### config.mk
export PLATFORM = sky130hd
export DESIGN_NAME = min_max_feature_scaler
export DESIGN_NICKNAME = d
export VERILOG_FILES = /design/src/design/mmfs_pkg.sv /design/src/design/mmfs_regs.sv /design/src/design/mmfs_ctrl.sv /design/src/design/mmfs_datapath.sv /design/src/design/min_max_feature_scaler.sv
export SDC_FILE = /design/constraint.sdc
export NUM_CORES = 2
export LEC_CHECK = 0
export BUFFER_PORTS_ARGS = -buffer_cell sky130_fd_sc_hd__buf_4
export CORE_ASPECT_RATIO = 1.5
export CORE_MARGIN = 4
export CORE_UTILIZATION = 45
export CTS_CLUSTER_SIZE = 40
export DETAILED_ROUTE_END_ITERATION = 16
export HOLD_SLACK_MARGIN = 0.08
export MAX_ROUTING_LAYER = met4
export PLACE_DENSITY = 0.68
export RECOVER_POWER = 100
export SYNTH_ARGS = -nofsm -noshare
export SYNTH_HDL_FRONTEND = slang
export SYNTH_SLANG_ARGS = --single-unit
### constraint.sdc
create_clock -name aclk -period 6.1 [get_ports aclk]
set_input_delay 0.305 -clock aclk [delete_from_list [all_inputs] [get_ports aclk]]
set_output_delay 0.305 -clock aclk [all_outputs]
set_load 0.005 [all_outputs]
### src/design/mmfs_pkg.sv
// shared types, constants and codes of the min-max feature scaler
// no dependencies; every other design file refers to this package by scoped names

package mmfs_pkg;

    // fixed field widths
    localparam int OP_W       = 2;
    localparam int COL_W      = 4;
    localparam int SAMPLE_W   = 16;
    localparam int SCALED_W   = 32;
    localparam int VALUE_W    = 32;
    localparam int STATUS_W   = 3;
    localparam int FRAC_BITS  = 16;
    localparam int CFG_W      = 5;

    // default number of feature columns held in the statistics memory
    localparam int FEATURES_DEF = 16;

    // features_in_use after reset
    localparam logic [CFG_W-1:0] FEATURES_IN_USE_RST = CFG_W'(16);

    // divider: magnitude of (x - min) scaled by 2^FRAC_BITS
    localparam int DIVD_W    = SAMPLE_W + FRAC_BITS;
    localparam int DIV_CNT_W = $clog2(DIVD_W);
    // signed quotient after floor correction
    localparam int QS_W      = DIVD_W + 2;

    // inverse transform: scaled * range, floored, plus minimum
    localparam int PROD_W    = SCALED_W + SAMPLE_W + 1;
    localparam int FLOOR_W   = PROD_W - FRAC_BITS;
    localparam int INV_W     = FLOOR_W + 1;

    // register port
    localparam int APB_DATA_W = 32;
    localparam int PADDR_W    = 3;
    localparam int REG_IDX_W  = PADDR_W - 2;
    localparam logic [REG_IDX_W-1:0] REG_FEATURES_IN_USE = REG_IDX_W'(0);

    typedef enum logic [OP_W-1:0] {
        OP_CLEAR     = 2'd0,
        OP_FIT       = 2'd1,
        OP_TRANSFORM = 2'd2,
        OP_INVERSE   = 2'd3
    } op_t;

    typedef enum logic [STATUS_W-1:0] {
        ST_OK           = 3'd0,
        ST_UNFITTED     = 3'd1,
        ST_ZERO_RANGE   = 3'd2,
        ST_SATURATED    = 3'd3,
        ST_OUT_OF_RANGE = 3'd4
    } status_t;

    typedef enum logic [2:0] {
        S_IDLE,
        S_LOOKUP,
        S_DIV_INIT,
        S_DIV,
        S_DIV_FIX,
        S_MUL,
        S_INV_FIX,
        S_RESULT
    } state_t;

    typedef struct packed {
        op_t                        operation;
        logic [COL_W-1:0]           column;
        logic signed [SAMPLE_W-1:0] sample;
        logic signed [SCALED_W-1:0] scaled;
    } in_item_t;

    typedef struct packed {
        logic signed [VALUE_W-1:0] value;
        status_t                   status;
    } out_item_t;

    // commands from the controller to the datapath
    typedef struct packed {
        logic    capture;
        logic    latch_stats;
        logic    clear_all;
        logic    fit_write;
        logic    load_simple;
        status_t simple_status;
        logic    div_init;
        logic    div_step;
        logic    div_fix;
        logic    mul;
        logic    inv_fix;
        logic    out_load;
    } ctrl_cmd_t;

    // status from the datapath to the controller
    typedef struct packed {
        op_t  op;
        logic out_of_range;
        logic fitted;
        logic zero_range;
        logic div_last;
        logic out_free;
    } dp_status_t;

endpackage

### src/design/mmfs_regs.sv
// register block of the scaler: features_in_use behind an apb-style port
// depends on mmfs_pkg

module mmfs_regs (
    input  logic                                aclk,
    input  logic                                aresetn,
    input  logic                                psel,
    input  logic                                penable,
    input  logic                                pwrite,
    input  logic [mmfs_pkg::PADDR_W-1:0]        paddr,
    input  logic [mmfs_pkg::APB_DATA_W-1:0]     pwdata,
    output logic [mmfs_pkg::APB_DATA_W-1:0]     prdata,
    output logic                                pready,
    output logic [mmfs_pkg::CFG_W-1:0]          features_in_use
);

    logic [mmfs_pkg::CFG_W-1:0]     features_reg;
    logic [mmfs_pkg::CFG_W-1:0]     features_next;
    logic [mmfs_pkg::REG_IDX_W-1:0] word_idx;
    logic                           wr_en;

    assign word_idx = paddr[mmfs_pkg::PADDR_W-1:2];
    assign wr_en    = psel && penable && pwrite && pready;
    assign pready   = 1'b1;

    always_comb begin
        features_next = features_reg;
        if (wr_en && (word_idx == mmfs_pkg::REG_FEATURES_IN_USE)) begin
            features_next = pwdata[mmfs_pkg::CFG_W-1:0];
        end
    end

    always_ff @(posedge aclk) begin
        if (!aresetn) begin
            features_reg <= mmfs_pkg::FEATURES_IN_USE_RST;
        end else begin
            features_reg <= features_next;
        end
    end

    always_comb begin
        unique case (word_idx)
            mmfs_pkg::REG_FEATURES_IN_USE: begin
                prdata = mmfs_pkg::APB_DATA_W'(features_reg);
            end
            default: begin
                prdata = '0;
            end
        endcase
    end

    assign features_in_use = features_reg;

endmodule

### src/design/mmfs_ctrl.sv
// controller of the scaler: sequences lookup, fit, divide, multiply and result hand-off
// depends on mmfs_pkg

module mmfs_ctrl (
    input  logic                    aclk,
    input  logic                    aresetn,
    input  logic                    s_valid,
    output logic                    s_ready,
    input  mmfs_pkg::dp_status_t    sts,
    output mmfs_pkg::ctrl_cmd_t     cmd
);

    mmfs_pkg::state_t state_reg;
    mmfs_pkg::state_t state_next;

    always_ff @(posedge aclk) begin
        if (!aresetn) begin
            state_reg <= mmfs_pkg::S_IDLE;
        end else begin
            state_reg <= state_next;
        end
    end

    // next state
    always_comb begin
        state_next = state_reg;
        unique case (state_reg)
            mmfs_pkg::S_IDLE: begin
                if (s_valid) begin
                    state_next = mmfs_pkg::S_LOOKUP;
                end
            end
            mmfs_pkg::S_LOOKUP: begin
                if (sts.op == mmfs_pkg::OP_CLEAR || sts.out_of_range ||
                    sts.op == mmfs_pkg::OP_FIT || !sts.fitted) begin
                    state_next = mmfs_pkg::S_RESULT;
                end else if (sts.op == mmfs_pkg::OP_TRANSFORM) begin
                    state_next = sts.zero_range ? mmfs_pkg::S_RESULT : mmfs_pkg::S_DIV_INIT;
                end else begin
                    state_next = mmfs_pkg::S_MUL;
                end
            end
            mmfs_pkg::S_DIV_INIT: begin
                state_next = mmfs_pkg::S_DIV;
            end
            mmfs_pkg::S_DIV: begin
                if (sts.div_last) begin
                    state_next = mmfs_pkg::S_DIV_FIX;
                end
            end
            mmfs_pkg::S_DIV_FIX: begin
                state_next = mmfs_pkg::S_RESULT;
            end
            mmfs_pkg::S_MUL: begin
                state_next = mmfs_pkg::S_INV_FIX;
            end
            mmfs_pkg::S_INV_FIX: begin
                state_next = mmfs_pkg::S_RESULT;
            end
            mmfs_pkg::S_RESULT: begin
                if (sts.out_free) begin
                    state_next = mmfs_pkg::S_IDLE;
                end
            end
            default: begin
                state_next = mmfs_pkg::S_IDLE;
            end
        endcase
    end

    // outputs
    always_comb begin
        cmd               = '0;
        cmd.simple_status = mmfs_pkg::ST_OK;
        s_ready           = 1'b0;
        unique case (state_reg)
            mmfs_pkg::S_IDLE: begin
                s_ready     = 1'b1;
                cmd.capture = s_valid;
            end
            mmfs_pkg::S_LOOKUP: begin
                cmd.latch_stats = 1'b1;
                if (sts.op == mmfs_pkg::OP_CLEAR) begin
                    cmd.clear_all   = 1'b1;
                    cmd.load_simple = 1'b1;
                end else if (sts.out_of_range) begin
                    cmd.load_simple   = 1'b1;
                    cmd.simple_status = mmfs_pkg::ST_OUT_OF_RANGE;
                end else if (sts.op == mmfs_pkg::OP_FIT) begin
                    cmd.fit_write   = 1'b1;
                    cmd.load_simple = 1'b1;
                end else if (!sts.fitted) begin
                    cmd.load_simple   = 1'b1;
                    cmd.simple_status = mmfs_pkg::ST_UNFITTED;
                end else if (sts.op == mmfs_pkg::OP_TRANSFORM && sts.zero_range) begin
                    cmd.load_simple   = 1'b1;
                    cmd.simple_status = mmfs_pkg::ST_ZERO_RANGE;
                end
            end
            mmfs_pkg::S_DIV_INIT: begin
                cmd.div_init = 1'b1;
            end
            mmfs_pkg::S_DIV: begin
                cmd.div_step = 1'b1;
            end
            mmfs_pkg::S_DIV_FIX: begin
                cmd.div_fix = 1'b1;
            end
            mmfs_pkg::S_MUL: begin
                cmd.mul = 1'b1;
            end
            mmfs_pkg::S_INV_FIX: begin
                cmd.inv_fix = 1'b1;
            end
            mmfs_pkg::S_RESULT: begin
                cmd.out_load = sts.out_free;
            end
            default: begin
                s_ready = 1'b0;
            end
        endcase
    end

    // a result never overwrites one still waiting at the output
    assert property (@(posedge aclk) disable iff (!aresetn)
        cmd.out_load |-> sts.out_free)
        else $error("result loaded into a full output register");

endmodule

### src/design/mmfs_datapath.sv
// datapath of the scaler: statistics memory, fitted flags, divider, multiplier,
// result and output registers; depends on mmfs_pkg

module mmfs_datapath #(
    parameter int FEATURES = mmfs_pkg::FEATURES_DEF
) (
    input  logic                            aclk,
    input  logic                            aresetn,
    input  mmfs_pkg::ctrl_cmd_t             cmd,
    output mmfs_pkg::dp_status_t            sts,
    input  mmfs_pkg::in_item_t              s_item,
    input  logic [mmfs_pkg::CFG_W-1:0]      features_in_use,
    output logic                            m_valid,
    input  logic                            m_ready,
    output mmfs_pkg::out_item_t             m_item
);

    localparam int IDX_W = (FEATURES > 1) ? $clog2(FEATURES) : 1;
    localparam int SW    = mmfs_pkg::SAMPLE_W;
    localparam int DW    = mmfs_pkg::DIVD_W;
    localparam int QW    = mmfs_pkg::QS_W;
    localparam int VW    = mmfs_pkg::VALUE_W;
    localparam int RW    = mmfs_pkg::INV_W;
    localparam int FLW   = mmfs_pkg::FLOOR_W;

    // statistics memory
    logic signed [SW-1:0] min_mem [FEATURES];
    logic signed [SW-1:0] max_mem [FEATURES];
    logic signed [SW-1:0] rd_min_reg;
    logic signed [SW-1:0] rd_max_reg;

    // captured transaction
    mmfs_pkg::op_t                          op_reg;
    logic [mmfs_pkg::COL_W-1:0]             col_reg;
    logic signed [SW-1:0]                   sample_reg;
    logic signed [mmfs_pkg::SCALED_W-1:0]   scaled_reg;

    logic [FEATURES-1:0] fitted_reg;
    logic [FEATURES-1:0] fitted_next;

    // latched statistics
    logic signed [SW-1:0] lo_reg;
    logic [SW-1:0]        range_reg;
    logic signed [SW:0]   diff_reg;

    // divider
    logic [DW-1:0]                      quo_reg;
    logic [DW-1:0]                      quo_next;
    logic [SW-1:0]                      rem_reg;
    logic [SW-1:0]                      rem_next;
    logic [mmfs_pkg::DIV_CNT_W-1:0]     cnt_reg;
    logic [mmfs_pkg::DIV_CNT_W-1:0]     cnt_next;

    logic signed [mmfs_pkg::PROD_W-1:0] product_reg;

    logic signed [VW-1:0]   res_value_reg;
    logic signed [VW-1:0]   res_value_next;
    mmfs_pkg::status_t      res_status_reg;
    mmfs_pkg::status_t      res_status_next;

    logic                   m_valid_reg;
    logic                   m_valid_next;
    mmfs_pkg::out_item_t    m_item_reg;

    // lookup-time values
    logic [IDX_W-1:0]     s_idx;
    logic [IDX_W-1:0]     col_idx;
    logic                 fitted;
    logic                 out_of_range;
    logic signed [SW:0]   range_full;
    logic signed [SW:0]   diff_full;
    logic signed [SW-1:0] new_min;
    logic signed [SW-1:0] new_max;

    // divider step and fix-up
    logic [SW:0]          abs_diff_full;
    logic [SW:0]          shifted;
    logic [SW:0]          trial;
    logic [DW:0]          q_mag;
    logic [QW-1:0]        q_ext;
    logic [QW-1:0]        q_signed;
    logic [QW-VW:0]       q_hi;
    logic                 q_ovf;

    // inverse fix-up
    logic [FLW-1:0]       floor_val;
    logic [RW-1:0]        inv_sum;
    logic [RW-SW:0]       inv_hi;
    logic                 inv_ovf;
    logic [SW-1:0]        inv_sat;
    logic [SW-1:0]        inv_sample;

    assign s_idx   = IDX_W'(s_item.column);
    assign col_idx = IDX_W'(col_reg);
    assign fitted  = fitted_reg[col_idx];

    assign out_of_range = ({1'b0, col_reg} >= features_in_use) ||
                          (32'(col_reg) >= 32'(FEATURES));

    assign range_full = {rd_max_reg[SW-1], rd_max_reg} - {rd_min_reg[SW-1], rd_min_reg};
    assign diff_full  = {sample_reg[SW-1], sample_reg} - {rd_min_reg[SW-1], rd_min_reg};

    assign new_min = (!fitted || (sample_reg < rd_min_reg)) ? sample_reg : rd_min_reg;
    assign new_max = (!fitted || (sample_reg > rd_max_reg)) ? sample_reg : rd_max_reg;

    // memory write on fit, registered read on capture
    always_ff @(posedge aclk) begin
        if (cmd.fit_write) begin
            min_mem[col_idx] <= new_min;
            max_mem[col_idx] <= new_max;
        end
        if (cmd.capture) begin
            rd_min_reg <= min_mem[s_idx];
            rd_max_reg <= max_mem[s_idx];
        end
    end

    always_ff @(posedge aclk) begin
        if (cmd.capture) begin
            op_reg     <= s_item.operation;
            col_reg    <= s_item.column;
            sample_reg <= s_item.sample;
            scaled_reg <= s_item.scaled;
        end
        if (cmd.latch_stats) begin
            lo_reg    <= rd_min_reg;
            range_reg <= range_full[SW-1:0];
            diff_reg  <= diff_full;
        end
        if (cmd.mul) begin
            product_reg <= scaled_reg * $signed({1'b0, range_reg});
        end
    end

    always_comb begin
        fitted_next = fitted_reg;
        if (cmd.clear_all) begin
            fitted_next = '0;
        end else if (cmd.fit_write) begin
            fitted_next[col_idx] = 1'b1;
        end
    end

    // restoring divider, one quotient bit per cycle
    assign abs_diff_full = diff_reg[SW] ? (~diff_reg + 1'b1) : diff_reg;
    assign shifted       = {rem_reg, quo_reg[DW-1]};
    assign trial         = shifted - {1'b0, range_reg};

    always_comb begin
        quo_next = quo_reg;
        rem_next = rem_reg;
        cnt_next = cnt_reg;
        if (cmd.div_init) begin
            quo_next = {abs_diff_full[SW-1:0], {mmfs_pkg::FRAC_BITS{1'b0}}};
            rem_next = '0;
            cnt_next = mmfs_pkg::DIV_CNT_W'(DW - 1);
        end else if (cmd.div_step) begin
            if (!trial[SW]) begin
                rem_next = trial[SW-1:0];
                quo_next = {quo_reg[DW-2:0], 1'b1};
            end else begin
                rem_next = shifted[SW-1:0];
                quo_next = {quo_reg[DW-2:0], 1'b0};
            end
            cnt_next = cnt_reg - 1'b1;
        end
    end

    // floor for negative numerators, then saturate to the value width
    assign q_mag    = {1'b0, quo_reg} + (DW+1)'(diff_reg[SW] && (rem_reg != '0));
    assign q_ext    = {1'b0, q_mag};
    assign q_signed = diff_reg[SW] ? (~q_ext + 1'b1) : q_ext;
    assign q_hi     = q_signed[QW-1:VW-1];
    assign q_ovf    = !((q_hi == '0) || (q_hi == '1));

    // floor(product / 2^frac) is the arithmetic shift, then add the minimum
    assign floor_val  = product_reg[mmfs_pkg::PROD_W-1:mmfs_pkg::FRAC_BITS];
    assign inv_sum    = {floor_val[FLW-1], floor_val} +
                        {{(RW-SW){lo_reg[SW-1]}}, lo_reg};
    assign inv_hi     = inv_sum[RW-1:SW-1];
    assign inv_ovf    = !((inv_hi == '0) || (inv_hi == '1));
    assign inv_sat    = {inv_sum[RW-1], {(SW-1){~inv_sum[RW-1]}}};
    assign inv_sample = inv_ovf ? inv_sat : inv_sum[SW-1:0];

    always_comb begin
        res_value_next  = res_value_reg;
        res_status_next = res_status_reg;
        if (cmd.load_simple) begin
            res_value_next  = '0;
            res_status_next = cmd.simple_status;
        end else if (cmd.div_fix) begin
            if (q_ovf) begin
                res_value_next  = q_signed[QW-1] ? {1'b1, {(VW-1){1'b0}}}
                                                 : {1'b0, {(VW-1){1'b1}}};
                res_status_next = mmfs_pkg::ST_SATURATED;
            end else begin
                res_value_next  = q_signed[VW-1:0];
                res_status_next = mmfs_pkg::ST_OK;
            end
        end else if (cmd.inv_fix) begin
            res_value_next  = {{(VW-SW){inv_sample[SW-1]}}, inv_sample};
            res_status_next = inv_ovf ? mmfs_pkg::ST_SATURATED : mmfs_pkg::ST_OK;
        end
    end

    always_comb begin
        m_valid_next = m_valid_reg;
        if (cmd.out_load) begin
            m_valid_next = 1'b1;
        end else if (m_ready) begin
            m_valid_next = 1'b0;
        end
    end

    always_ff @(posedge aclk) begin
        quo_reg        <= quo_next;
        rem_reg        <= rem_next;
        res_value_reg  <= res_value_next;
        res_status_reg <= res_status_next;
        if (cmd.out_load) begin
            m_item_reg.value  <= res_value_reg;
            m_item_reg.status <= res_status_reg;
        end
    end

    always_ff @(posedge aclk) begin
        if (!aresetn) begin
            fitted_reg  <= '0;
            cnt_reg     <= '0;
            m_valid_reg <= 1'b0;
        end else begin
            fitted_reg  <= fitted_next;
            cnt_reg     <= cnt_next;
            m_valid_reg <= m_valid_next;
        end
    end

    assign sts.op           = op_reg;
    assign sts.out_of_range = out_of_range;
    assign sts.fitted       = fitted;
    assign sts.zero_range   = (rd_max_reg == rd_min_reg);
    assign sts.div_last     = (cnt_reg == '0);
    assign sts.out_free     = !m_valid_reg || m_ready;

    assign m_valid = m_valid_reg;
    assign m_item  = m_item_reg;

    assert property (@(posedge aclk) disable iff (!aresetn)
        cmd.fit_write |=> fitted_reg[$past(col_idx)])
        else $error("fit did not mark its column fitted");

    assert property (@(posedge aclk) disable iff (!aresetn)
        cmd.clear_all |=> (fitted_reg == '0))
        else $error("clear left a column fitted");

    assert property (@(posedge aclk) disable iff (!aresetn)
        cmd.div_step |=> (rem_reg < range_reg))
        else $error("divider remainder not below divisor");

endmodule

### src/design/min_max_feature_scaler.sv
// top level of the per-feature min-max scaler: register block, controller, datapath
// depends on mmfs_pkg, mmfs_regs, mmfs_ctrl, mmfs_datapath
//
//   channel   ports                               direction  moves
//   s_        s_valid s_ready s_item              in         one element per transaction
//   m_        m_valid m_ready m_item              out        one result per transaction
//   apb       psel penable pwrite paddr pwdata    in/out     features_in_use at word 0
//             prdata pready
//
// one item is worked on at a time; the next item is accepted only once the current
// result has gone into the output register: transform runs the 32-step restoring
// divider, one quotient bit a cycle; inverse transform runs one multiply stage and
// one add/saturate stage; clear, fit and every early-status case go straight to the result
// the result sits in an output register, so a stalled m_ready holds only the
// next result; the input side is taken again once that result has moved out
// synchronous active-low reset clears the fitted flags, the controller and
// output valid; min/max memory contents stay undefined until a fit writes them

module min_max_feature_scaler #(
    parameter int FEATURES = mmfs_pkg::FEATURES_DEF
) (
    input  logic                                aclk,
    input  logic                                aresetn,

    // input channel
    input  logic                                s_valid,
    output logic                                s_ready,
    input  mmfs_pkg::in_item_t                  s_item,

    // result channel
    output logic                                m_valid,
    input  logic                                m_ready,
    output mmfs_pkg::out_item_t                 m_item,

    // configuration port
    input  logic                                psel,
    input  logic                                penable,
    input  logic                                pwrite,
    input  logic [mmfs_pkg::PADDR_W-1:0]        paddr,
    input  logic [mmfs_pkg::APB_DATA_W-1:0]     pwdata,
    output logic [mmfs_pkg::APB_DATA_W-1:0]     prdata,
    output logic                                pready
);

    // number of columns in use, from the register block
    logic [mmfs_pkg::CFG_W-1:0] features_in_use;

    // controller and datapath talk only through these
    mmfs_pkg::ctrl_cmd_t  cmd;
    mmfs_pkg::dp_status_t sts;

    mmfs_regs u_regs (
        .aclk            (aclk),
        .aresetn         (aresetn),
        .psel            (psel),
        .penable         (penable),
        .pwrite          (pwrite),
        .paddr           (paddr),
        .pwdata          (pwdata),
        .prdata          (prdata),
        .pready          (pready),
        .features_in_use (features_in_use)
    );

    // sequencer: lookup, then fit write, divide or multiply, then result hand-off
    mmfs_ctrl u_ctrl (
        .aclk    (aclk),
        .aresetn (aresetn),
        .s_valid (s_valid),
        .s_ready (s_ready),
        .sts     (sts),
        .cmd     (cmd)
    );

    // statistics memory, arithmetic and the output register
    mmfs_datapath #(
        .FEATURES (FEATURES)
    ) u_datapath (
        .aclk            (aclk),
        .aresetn         (aresetn),
        .cmd             (cmd),
        .sts             (sts),
        .s_item          (s_item),
        .features_in_use (features_in_use),
        .m_valid         (m_valid),
        .m_ready         (m_ready),
        .m_item          (m_item)
    );

endmodule

==> results_dict.tcl <==
set metrics [dict create \
    syn_area_per_cell_um2 12.3 \
    rows 156 \
    via_per_inst 5.50 \
    crit_required_ns 6.49 \
    core_area_um2 121000 \
    synthDistinctLibCells 102 \
    cts_buffers 81 \
    antenna_found_initial 1 \
    setup_slack_ns -0.540 \
    route.detailed.wl_per_inst_um 21.4 \
    drv_slew 975 \
    layout-drive-gt1-share_pct 15.9 \
    routed_wl_um 139000 \
    first_pass_iters 5 \
    synth_top_area_share_pct 40.2 \
    port_buffers 108 \
    place_ws_ns -0.538 \
    die_y_um 436 \
    synthTopCellsByCount "734 x edfxtp_1, 632 x inv_1, 491 x fa_1" \
    synth-main-ff-cell "edfxtp_1" \
    status "finished, violations left" \
    rrSetupSlack_ns -0.54 \
    fillCellCount 10218 \
    gp_congestion 0.901 \
    post-route-period-util_pct 109 \
    final_nets 5670 \
    cpMostUsedCell "fa_1" \
    cp_top_family "adder cells" \
    hpwl_um 102000 \
    critical_path.cell_chain "buf_12 > buf_12 > and2_4 > fa_1 > inv_2 > fa_1 > fa_1 > inv_2 > fa_1 > fa_1 > fa_1 > ha_1 > o21a_1 > o21a_1 > o21ai_1 > buf_4 > a211oi_4 > nand3_2 > a31oi_4 > o21a_1 > a41o_1 > or4_4 > a31oi_4 > xnor2_1" \
    synth-edff-count 734 \
    grt_pass1_wl_um 215000 \
    regArea_um2 23900 \
    cp.depth 24 \
    ant_nets 0 \
    grtUsageTotal_pct 22.4 \
    worstSetupEndpointType "register" \
    die_w_um 293 \
    drcViolationCount 0 \
    criticalPathCategory "reg -> reg" \
    cpPeakStageDelay_ns 0.56 \
    clkLatencyLatePin_ns 0.69 \
    reg2regPathDepth 24 \
    slew_headroom_pct -142 \
    final-setup-viol-count 29 \
    fin_crit_ns 6.64 \
    hold_depth 2 \
    synth-async-reset-ratio_pct 0 \
    fin_worst_skew_ns 0.0621 \
    start_util_pct 45.4 \
    rsz0062_at_grt "yes" \
    first_global_vias 37797 \
    ios 166 \
    n_antenna_cell 0 \
    drt_iter0_drc 2357 \
    critPathBufInv 5 \
    synth_area_leaders "edfxtp_1 40%, fa_1 18%, mux4_2 6.8%" \
    htree_levels 3 \
    violations "capacitance limit, slew limit, setup timing" \
    die_area_um2 128000 \
    cts_tree "built" \
    drv_cap 30 \
    cp_max_fo 9 \
    rr_endpoint "u_datapath.product_reg[48]" \
    synth_top_area_cell "edfxtp_1" \
    critPathCapture "u_datapath.product_reg[48]" \
    clk_pin_slew_ns 0.07 \
    arrival_ns 7.03 \
    vias 35804 \
    netlist_instances 4481 \
    post-synth-top-count-cell "edfxtp_1" \
    hold_path_class "in -> reg" \
    r2r-start "u_datapath.range_reg[5]" \
    crit_path_start_kind "register" \
    root_buffer "clkbuf_16" \
    timing.critical_path.from "u_datapath.range_reg[5]" \
    multi_input_area_um2 28100 \
    overflow 0 \
    grt_max_degree 77 \
    cpMaxStageDelayCell "fa_1" \
    syn_to_final_growth_pct 15.2 \
    synth-seq-area-share_pct 43.6 \
    cts_max_path_buffers 3 \
    final_hold_viol_count 0 \
    worst_pin_slew_ns 3.64 \
    synth_area_um2 54900 \
    yosysWarnings 0 \
    ys_ff_latch 828 \
    fmax_ghz 0.151 \
    clock-sinks 828 \
]
## cell type report
type,instances,area share [%]
timing repair buffer,505,6.42
sequential,828,37.8
tap,1580,3.13
clock inverter,47,0.996
multi-input combinational,2810,44.4
clock buffer,101,3.42
inverter,635,3.77
## cell families (layout without fill, tap and decap cells)
| group | count (synthesis) | in the layout | share of synthesized area (%) |
|---|---|---|---|
| buf+inv | 869 | 1288 | 6.26 |
| simple gates | 1145 | 1145 | 10.4 |
| compound gates | 549 | 549 | 6.56 |
| other cells | 2 | 28 | 0.0137 |
| mux | 207 | 207 | 7.57 |
| xor+xnor | 168 | 168 | 2.68 |
| flops | 828 | 828 | 43.6 |
| fa+ha+maj | 713 | 713 | 23.0 |
## how the worst min path moves through the flow
| stage | from | endpoint | slack, ns |
|---|---|---|---|
| finish | s_item[37] | u_datapath.sample_reg[5] | 0.35 |
| detailed placement | u_datapath.res_status_reg[1] | u_datapath.m_item[1] | 0.41 |
| global route | s_item[37] | u_datapath.sample_reg[5] | 0.34 |
| floorplan | u_datapath.res_value_reg[31] | u_datapath.m_item[34] | 0.40 |
| CTS | s_item[51] | u_datapath.col_idx[3] | 0.18 |
| global placement | u_datapath.res_status_reg[1] | u_datapath.m_item[1] | 0.41 |
## routing by layer
layer	vias to the layer above	part of all wire [%]	track usage, %
met5	-	0	-
met4	0	5.1	10.4
met3	355	4.6	2.65
met2	1055	55	40.9
met1	18321	35	24.3
li1	16073	-	-
## layout by cell type (no fill, tap or decap), types with 120 or more instances in the layout
| master | instances |
|---|---|
| and2_1 | 222 |
| nand2_1 | 448 |
| edfxtp_1 | 734 |
| mux4_2 | 165 |
| nor2_1 | 150 |
| o21ai_0 | 137 |
| ha_1 | 212 |
| a21oi_1 | 120 |
| buf_4 | 257 |
| fa_1 | 487 |
| inv_1 | 626 |
## per-stage QoR
step	instance area [um^2]	utilization, %	instances	setup TNS, ns	hold slack (ns)
2_1_floorplan	55100	-	4507	-0.320	0.400
3_3_place_gp	59400	49.2	6258	-7.41	0.407
3_5_place_dp	59400	49.2	6258	-8.75	0.409
4_1_cts	63400	52.5	6494	-6.33	0.175
5_1_grt	63200	52.3	6506	-17.11	0.339
6_report	63200	52.3	6506	-10.05	0.350
## what timing repair did
action / CTS / global route
cloned: 1 / 2
setup buffers: 25 / 10
pin swaps: 40 / 20
resized for setup: 86 / 21
hold buffers: 64 / 0
endpoints found under the hold margin: 64 / 0
endpoints found under the setup margin: 27 / 31
Power is left out: the tool's default activity adds up to more than one toggle a clock period on the data nets, which glitch-free logic cannot reach.
